--- src/rtl/cbm_pkg.sv ---
// Shared types, constants and the controller-kind decode for the cartridge bank mapper.
package cbm_pkg;

	localparam int ROM_ADDR_BITS_DEF = 23;
	localparam int RAM_ADDR_BITS_DEF = 17;
	localparam int MEM_ADDR_W        = 23;
	localparam int PADDR_W           = 3;
	localparam int PDATA_W           = 32;

	localparam logic REG_CART_TYPE = 1'b0;
	localparam logic REG_RAM_SIZE  = 1'b1;

	localparam logic [7:0] RAM_SIZE_8K   = 8'd2;
	localparam logic [7:0] RAM_SIZE_32K  = 8'd3;
	localparam logic [7:0] RAM_SIZE_128K = 8'd4;
	localparam logic [3:0] RAM_EN_KEY    = 4'hA;

	localparam logic OP_READ  = 1'b0;
	localparam logic OP_WRITE = 1'b1;

	typedef enum logic [2:0] {
		KIND_ROM,
		KIND_MBC1,
		KIND_MBC2,
		KIND_MBC3,
		KIND_MBC5,
		KIND_BAD
	} kind_t;

	typedef enum logic [2:0] {
		TGT_NONE   = 3'd0,
		TGT_ROM    = 3'd1,
		TGT_RAM_RD = 3'd2,
		TGT_RAM_WR = 3'd3,
		TGT_BAD    = 3'd4
	} tgt_t;

	typedef struct packed {
		logic       ram_enabled;
		logic [8:0] rom_bank_number;
		logic [3:0] ram_bank_number;
	} bank_state_t;

	typedef struct packed {
		tgt_t                  target;
		logic [MEM_ADDR_W-1:0] mem_address;
		logic [7:0]            ram_write_data;
		logic                  force_high_nibble;
	} map_res_t;

	function automatic kind_t kind_of(input logic [7:0] t);
		kind_t k;
		unique case (t) inside
			8'h00:          k = KIND_ROM;
			[8'h01:8'h03]:  k = KIND_MBC1;
			8'h05, 8'h06:   k = KIND_MBC2;
			[8'h10:8'h13]:  k = KIND_MBC3;
			[8'h19:8'h1E]:  k = KIND_MBC5;
			default:        k = KIND_BAD;
		endcase
		return k;
	endfunction

endpackage

--- src/rtl/cbm_map.sv ---
// Address decode, bank translation and bank register update for one bus request.
module cbm_map import cbm_pkg::*; #(
	parameter int ROM_ADDR_BITS = ROM_ADDR_BITS_DEF,
	parameter int RAM_ADDR_BITS = RAM_ADDR_BITS_DEF
) (
	input  logic        opcode,
	input  logic [15:0] bus_address,
	input  logic [7:0]  write_value,
	input  logic [7:0]  cart_type,
	input  logic [7:0]  ram_size_code,
	input  bank_state_t cur,
	output bank_state_t nxt,
	output map_res_t    res
);

	localparam logic [MEM_ADDR_W-1:0] ROM_MASK =
		MEM_ADDR_W'((24'(1) << ROM_ADDR_BITS) - 24'(1));
	localparam logic [16:0] RAM_MASK = 17'((18'(1) << RAM_ADDR_BITS) - 18'(1));

	kind_t       kind;
	logic        in_ram;
	logic        ram_ok;
	logic [16:0] ram_byte_addr;
	logic [7:0]  bank_lo;
	logic [8:0]  rom_sel;
	logic [MEM_ADDR_W-1:0] rom_lo_addr;
	logic [MEM_ADDR_W-1:0] rom_hi_addr;

	always_comb begin
		kind   = kind_of(cart_type);
		in_ram = (bus_address[15:13] == 3'b101);
		ram_ok = cur.ram_enabled &&
			((kind == KIND_MBC2) || (ram_size_code == RAM_SIZE_8K) ||
			 (ram_size_code == RAM_SIZE_32K) ||
			 ((ram_size_code == RAM_SIZE_128K) && (kind == KIND_MBC5)));
		if (kind == KIND_MBC2) begin
			ram_byte_addr = {8'd0, bus_address[8:0]} & RAM_MASK;
		end else if (ram_size_code == RAM_SIZE_8K) begin
			ram_byte_addr = {4'd0, bus_address[12:0]} & RAM_MASK;
		end else begin
			ram_byte_addr = {cur.ram_bank_number, bus_address[12:0]} & RAM_MASK;
		end

		bank_lo = cur.rom_bank_number[7:0];
		if (kind == KIND_MBC5) begin
			rom_sel = cur.rom_bank_number;
		end else if (bank_lo == 8'd0) begin
			rom_sel = 9'd1;
		end else begin
			rom_sel = {1'b0, bank_lo};
		end
		rom_lo_addr = MEM_ADDR_W'(bus_address) & ROM_MASK;
		rom_hi_addr = {rom_sel, bus_address[13:0]} & ROM_MASK;
	end

	always_comb begin
		nxt = cur;
		res = '{target: TGT_NONE, mem_address: '0, ram_write_data: 8'd0,
			force_high_nibble: 1'b0};
		if (kind == KIND_BAD) begin
			res.target = TGT_BAD;
		end else if (kind == KIND_ROM) begin
			if (opcode == OP_READ) begin
				res.target      = TGT_ROM;
				res.mem_address = rom_lo_addr;
			end
		end else if (opcode == OP_READ) begin
			if (bus_address[15:14] == 2'b00) begin
				res.target      = TGT_ROM;
				res.mem_address = rom_lo_addr;
			end else if (bus_address[15:14] == 2'b01) begin
				res.target      = TGT_ROM;
				res.mem_address = rom_hi_addr;
			end else if (in_ram && ram_ok) begin
				res.target            = TGT_RAM_RD;
				res.mem_address       = MEM_ADDR_W'(ram_byte_addr);
				res.force_high_nibble = (kind == KIND_MBC2);
			end
		end else if (kind == KIND_MBC2) begin
			if (bus_address[15:14] == 2'b00) begin
				if (bus_address[8]) begin
					nxt.rom_bank_number = {5'd0, write_value[3:0]};
				end else begin
					nxt.ram_enabled = (write_value[3:0] == RAM_EN_KEY);
				end
			end else if (in_ram && ram_ok) begin
				res.target         = TGT_RAM_WR;
				res.mem_address    = MEM_ADDR_W'(ram_byte_addr);
				res.ram_write_data = write_value;
			end
		end else begin
			case (bus_address[15:13])
				3'd0: nxt.ram_enabled = (write_value[3:0] == RAM_EN_KEY);
				3'd1: begin
					if (kind == KIND_MBC1) begin
						nxt.rom_bank_number = {4'd0, write_value[4:0]};
					end else if (kind == KIND_MBC3) begin
						nxt.rom_bank_number = {2'd0, write_value[6:0]};
					end else if (!bus_address[12]) begin
						nxt.rom_bank_number = {cur.rom_bank_number[8], write_value};
					end else begin
						nxt.rom_bank_number = {write_value[0], cur.rom_bank_number[7:0]};
					end
				end
				3'd2: begin
					if (kind == KIND_MBC5) begin
						nxt.ram_bank_number = write_value[3:0];
					end else begin
						nxt.ram_bank_number = {2'd0, write_value[1:0]};
					end
				end
				3'd3: ;
				default: begin
					if (in_ram && ram_ok) begin
						res.target         = TGT_RAM_WR;
						res.mem_address    = MEM_ADDR_W'(ram_byte_addr);
						res.ram_write_data = write_value;
					end
				end
			endcase
		end
	end

endmodule

--- src/rtl/cartridge_bank_mapper.sv ---
// Top level of the cartridge bank mapper: request register, bank state, result register.
// Usage:
//  - Requests (opcode, bus_address, write_value) enter on in_valid/in_stall; a
//    request is taken at a clock edge with in_valid high and in_stall low.
//  - Each request gives exactly one result (target, mem_address,
//    ram_write_data, force_high_nibble) on out_valid/out_stall, in order.
//  - The request is registered, then decoded against the bank registers
//    and written to the result register.
//  - Throughput is one request per cycle while out_stall is low; the decode is a
//    single pass of compares and bit concatenation between the two registers.
//  - When out_stall holds a result, the request register still takes one
//    more request; in_stall rises only when both registers are full.
//  - cart_type and ram_size_code must be written over the APB port only while no request is
//    in flight; the block does not enforce it. pready is always high, reads return the value.
//  - Reset clears the configuration, the RAM enable and both bank numbers,
//    and empties both registers.
module cartridge_bank_mapper import cbm_pkg::*; #(
	parameter int ROM_ADDR_BITS = ROM_ADDR_BITS_DEF,
	parameter int RAM_ADDR_BITS = RAM_ADDR_BITS_DEF
) (
	input  logic                  clk,
	input  logic                  arst_n,
	input  logic                  psel,
	input  logic                  penable,
	input  logic                  pwrite,
	input  logic [PADDR_W-1:0]    paddr,
	input  logic [PDATA_W-1:0]    pwdata,
	output logic [PDATA_W-1:0]    prdata,
	output logic                  pready,
	input  logic                  in_valid,
	output logic                  in_stall,
	input  logic                  opcode,
	input  logic [15:0]           bus_address,
	input  logic [7:0]            write_value,
	output logic                  out_valid,
	input  logic                  out_stall,
	output logic [2:0]            target,
	output logic [MEM_ADDR_W-1:0] mem_address,
	output logic [7:0]            ram_write_data,
	output logic                  force_high_nibble
);

	logic [7:0]  cart_type_q;
	logic [7:0]  ram_size_code_q;
	logic        cfg_wr;

	logic        valid_s1;
	logic        opcode_s1;
	logic [15:0] bus_address_s1;
	logic [7:0]  write_value_s1;

	bank_state_t bank_q;
	bank_state_t bank_nxt;
	map_res_t    map_res;

	logic        out_valid_q;
	map_res_t    res_q;

	logic        out_free;
	logic        advance;
	logic        accept;

	assign pready   = 1'b1;
	assign cfg_wr   = psel && penable && pwrite && pready;
	assign out_free = !out_valid_q || !out_stall;
	assign advance  = valid_s1 && out_free;
	assign in_stall = valid_s1 && !out_free;
	assign accept   = in_valid && !in_stall;

	always_comb begin
		case (paddr[2])
			REG_CART_TYPE: prdata = {24'd0, cart_type_q};
			REG_RAM_SIZE:  prdata = {24'd0, ram_size_code_q};
			default:       prdata = '0;
		endcase
	end

	always_ff @(posedge clk or negedge arst_n) begin
		if (!arst_n) begin
			cart_type_q     <= 8'd0;
			ram_size_code_q <= 8'd0;
		end else if (cfg_wr) begin
			if (paddr[2] == REG_CART_TYPE) begin
				cart_type_q <= pwdata[7:0];
			end else begin
				ram_size_code_q <= pwdata[7:0];
			end
		end
	end

	always_ff @(posedge clk or negedge arst_n) begin
		if (!arst_n) begin
			valid_s1 <= 1'b0;
		end else if (accept) begin
			valid_s1 <= 1'b1;
		end else if (advance) begin
			valid_s1 <= 1'b0;
		end
	end

	always_ff @(posedge clk) begin
		if (accept) begin
			opcode_s1      <= opcode;
			bus_address_s1 <= bus_address;
			write_value_s1 <= write_value;
		end
	end

	cbm_map #(
		.ROM_ADDR_BITS (ROM_ADDR_BITS),
		.RAM_ADDR_BITS (RAM_ADDR_BITS)
	) u_map (
		.opcode        (opcode_s1),
		.bus_address   (bus_address_s1),
		.write_value   (write_value_s1),
		.cart_type     (cart_type_q),
		.ram_size_code (ram_size_code_q),
		.cur           (bank_q),
		.nxt           (bank_nxt),
		.res           (map_res)
	);

	always_ff @(posedge clk or negedge arst_n) begin
		if (!arst_n) begin
			bank_q <= '0;
		end else if (advance) begin
			bank_q <= bank_nxt;
		end
	end

	always_ff @(posedge clk or negedge arst_n) begin
		if (!arst_n) begin
			out_valid_q <= 1'b0;
		end else if (out_free) begin
			out_valid_q <= valid_s1;
		end
	end

	always_ff @(posedge clk) begin
		if (advance) begin
			res_q <= map_res;
		end
	end

	assign out_valid         = out_valid_q;
	assign target            = res_q.target;
	assign mem_address       = res_q.mem_address;
	assign ram_write_data    = res_q.ram_write_data;
	assign force_high_nibble = res_q.force_high_nibble;

`ifndef SYNTHESIS
	a_bank_hold: assert property (@(posedge clk) disable iff (!arst_n)
		!advance |=> $stable(bank_q))
		else $error("bank registers changed without a request moving");

	a_stall_full: assert property (@(posedge clk) disable iff (!arst_n)
		in_stall |-> (valid_s1 && out_valid_q))
		else $error("request stalled with a free register");

	a_nibble_ram: assert property (@(posedge clk) disable iff (!arst_n)
		(out_valid_q && res_q.force_high_nibble) |-> (res_q.target == TGT_RAM_RD))
		else $error("high nibble forced on a non RAM read");

	a_wdata_wr: assert property (@(posedge clk) disable iff (!arst_n)
		(out_valid_q && (res_q.target != TGT_RAM_WR)) |-> (res_q.ram_write_data == 8'd0))
		else $error("write data on a result that is not a RAM write");

	a_addr_zero: assert property (@(posedge clk) disable iff (!arst_n)
		(out_valid_q && ((res_q.target == TGT_NONE) || (res_q.target == TGT_BAD)))
			|-> (res_q.mem_address == '0))
		else $error("address given with no memory selected");
`endif

endmodule

--- config.mk ---
export PLATFORM = sky130hd
export DESIGN_NAME = cartridge_bank_mapper
export DESIGN_NICKNAME = d
export VERILOG_FILES = /design/src/rtl/cbm_pkg.sv /design/src/rtl/cbm_map.sv /design/src/rtl/cartridge_bank_mapper.sv
export SDC_FILE = /design/constraint.sdc
export NUM_CORES = 1
export LEC_CHECK = 0
export BUFFER_PORTS_ARGS = -buffer_cell sky130_fd_sc_hd__buf_2
export CAP_MARGIN = 5
export CELL_PAD_IN_SITES_DETAIL_PLACEMENT = 0
export CELL_PAD_IN_SITES_GLOBAL_PLACEMENT = 1
export CORE_ASPECT_RATIO = 0.6
export CORE_MARGIN = 2
export CORE_UTILIZATION = 43
export DETAILED_ROUTE_END_ITERATION = 16
export PLACE_DENSITY = 0.85
export SYNTH_ARGS = -nofsm -noshare
export SYNTH_HDL_FRONTEND = slang
export SYNTH_SLANG_ARGS = --single-unit
--- constraint.sdc ---
create_clock -name clk -period 4.4 [get_ports clk]
set_input_delay 0 -clock clk [delete_from_list [all_inputs] [get_ports clk]]
set_output_delay 0 -clock clk [all_outputs]
set_load 0.02 [all_outputs]
==> results_dict.tcl <==
set metrics [dict create \
    grt_pass1_wl_um 14400 \
    required_ns 4.63 \
    min_period_over_period 0.643 \
    r2r_setup_slack_ns 1.57 \
    cp_cell_sequence "or4_4 -> or3_1 -> mux2i_4 -> or3_1 -> mux2_4" \
    critPathMaxFanout 8 \
    slowest_delay_ns 0.57 \
    synthesis.instances 304 \
    design_area_um2 5230 \
    ys_async_sr_fraction 0.348 \
    power_density_nw_per_um2 425 \
    drc 0 \
    ys_seq_area_frac 0.629 \
    critPathArrivalTime_ns 3.06 \
    syn_avg_cell_area_um2 13.6 \
    cp_num_buf_inv 0 \
    synthTopCellsByCount "60 x edfxtp_1, 32 x dfrtp_1, 25 x buf_4, 25 x mux2_2, 13 x nand2_1" \
    grt_max_degree 33 \
    root_buffer "clkbuf_16" \
    clock-sinks 92 \
    clkLatencyLatePin_ns 0.35 \
    start_util 0.447 \
    r2r-start "cart_type_q[7]" \
    wirelength_um 9000 \
    crit_type "reg2reg" \
    synth_flop_cell "edfxtp_1" \
    area_delta_synth_final_pct 26.3 \
    synth_most_common_cell "edfxtp_1" \
    place.port_buffers 85 \
    start_kind "register" \
    grt_pass1_vias 2789 \
    relSlewSlack 0.231 \
    core_area_um2 9260 \
    synth_top_area_share 0.435 \
    vias 2736 \
    layout_min_cycle_time_ns 2.83 \
    n_fill_cell 783 \
    post_drt_via_cell_ratio 4.89 \
    dieArea_um2 10400 \
    antenna_found_initial 0 \
    ys_seq_elements 92 \
    avgRoutedWirePerCell_um 16.1 \
    crit_family "simple AND/OR/NAND/NOR gates" \
    place_area_um2 4560 \
    hold_path.class "in2async" \
    maxCapViolCount 0 \
    fmax_ghz 0.354 \
    rsz0062_at_grt "no" \
    synthTopCellsByArea "edfxtp_1 44%, dfrtp_1 19%, mux2_2 6.8%" \
    setup_viol 0 \
    num_rows 27 \
    rr_worst_depth 5 \
    numCtsBuffers 9 \
    status "finished, final reports clean" \
    htreeDepth 3 \
    hold_ws_ns 0.255 \
    yosysUniqueCellTypes 52 \
    skew_ns 0.00962 \
    cts_tree "yes" \
    synth.largest_area_cell "edfxtp_1" \
    synth_edf_count 60 \
    ios 137 \
    tns_ns 0 \
    gp_congestion 0.885 \
    chipWidth_um 131 \
    hold_violations 0 \
    endpoint_kind "register" \
    track_usage 0.188 \
    clockBufferDepth 2 \
    ant_nets 0 \
    die-height_um 80.0 \
    diodes 0 \
    yosys_warnings 0 \
    drtIter0Drc 233 \
    dp_hpwl_um 6400 \
    syn-cell-area_um2 4140 \
    peakVddDrop_mv 0.254 \
    r2r_end "bank_q[6]" \
    slowest_stage "or4_4" \
    final_nets 492 \
    overflow 0 \
    worst_pin_slew_ns 1.15 \
    clk_pin_slew_worst_paths_ns 0.07 \
    drtPass1Iterations 4 \
    report.final.slew_viol_count 0 \
    critPathMostFrequentCell "or3_1" \
    p_leak_uw 0.00223 \
    drive_gt1_frac 0.323 \
    cts_setup_buffers 0 \
]
[cells by family after synthesis]
kind of cell | after synthesis | share of synthesized area
flops | 92 | 0.629
simple gates | 85 | 0.123
buf+inv | 48 | 0.0729
compound gates | 44 | 0.0783
mux | 32 | 0.0928
other cells | 2 | 0.00182
xor+xnor | 1 | 0.00212
[metrics by stage]
| step | utilization | total power, µW | cells | setup WS, ns |
|---|---|---|---|---|
| finish | 0.565 | 2220 | 560 | 1.57 |
| global route | 0.565 | 2330 | 560 | 1.51 |
| CTS | 0.565 | 2240 | 560 | 1.59 |
| detailed placement | 0.493 | 1460 | 507 | 1.60 |
| global placement | 0.493 | 1450 | 507 | 1.63 |
| floorplan | - | 1350 | 327 | 1.84 |
[timing repair]
item | CTS | global route
endpoints found under the hold margin | 75 | 0
gates resized for setup | 0 | 0
hold buffers | 37 | 0
[sequential cells by signal, summed over array words and instances, names as in the netlist, 3 cells and up]
name	flops
target	3
mem_address	23
cart_type_q	8
write_value_s1	8
ram_size_code_q	8
ram_write_data	8
bus_address_s1	16
bank_q	14
[placed cells by master (no fill, tap or decap), types with 7 or more instances in the layout]
master         instances
dlygate4sd3_1         37
conb_1                25
clkbuf_16              9
dfrtp_1               32
edfxtp_1              60
and3_1                11
mux2_2                25
o21ai_0                9
nand2_1               13
or3_1                  7
and2_1                10
a21oi_1                8
inv_1                 12
buf_2                 85
[power by group]
| part | total, µW | leakage, µW | internal [µW] | switching (µW) |
|---|---|---|---|---|
| sequential | 1090 | 0.000987 | 1020 | 74.5 |
| clock | 753 | 0.000142 | 399 | 355 |
| combinational | 375 | 0.00110 | 156 | 219 |
| total | 2220 | 0.00223 | 1580 | 648 |
[worst max path at each step]
| stage | cells past startpoint | endpoint | from | slack (ns) |
|---|---|---|---|---|
| after floorplan | 7 | bank_q[4] | cart_type_q[7] | 1.84 |
| after global placement | 5 | bank_q[6] | cart_type_q[7] | 1.63 |
| after detailed placement | 5 | bank_q[6] | cart_type_q[7] | 1.60 |
| after CTS | 5 | bank_q[6] | cart_type_q[7] | 1.59 |
| after global routing | 5 | bank_q[6] | cart_type_q[6] | 1.51 |
| final | 5 | bank_q[6] | cart_type_q[7] | 1.57 |
[final cells by class]
type,count,area (µm²),area share
multi-input combinational,187,1320,0.253
tap,130,163,0.0311
clock inverter,7,67.6,0.0129
clock buffer,9,225,0.0431
inverter,12,45.0,0.00862
sequential,92,2600,0.498
timing repair buffer,123,803,0.154
[routing by layer]
metal	global-route usage	vias up	wire length [µm]
li1	-	1321	-
met1	0.264	1316	4160
met2	0.281	90	3990
met3	0.0630	9	743
met4	0.0511	0	106
met5	0	-	0
Note: power is estimated with default switching activity, not from simulation.
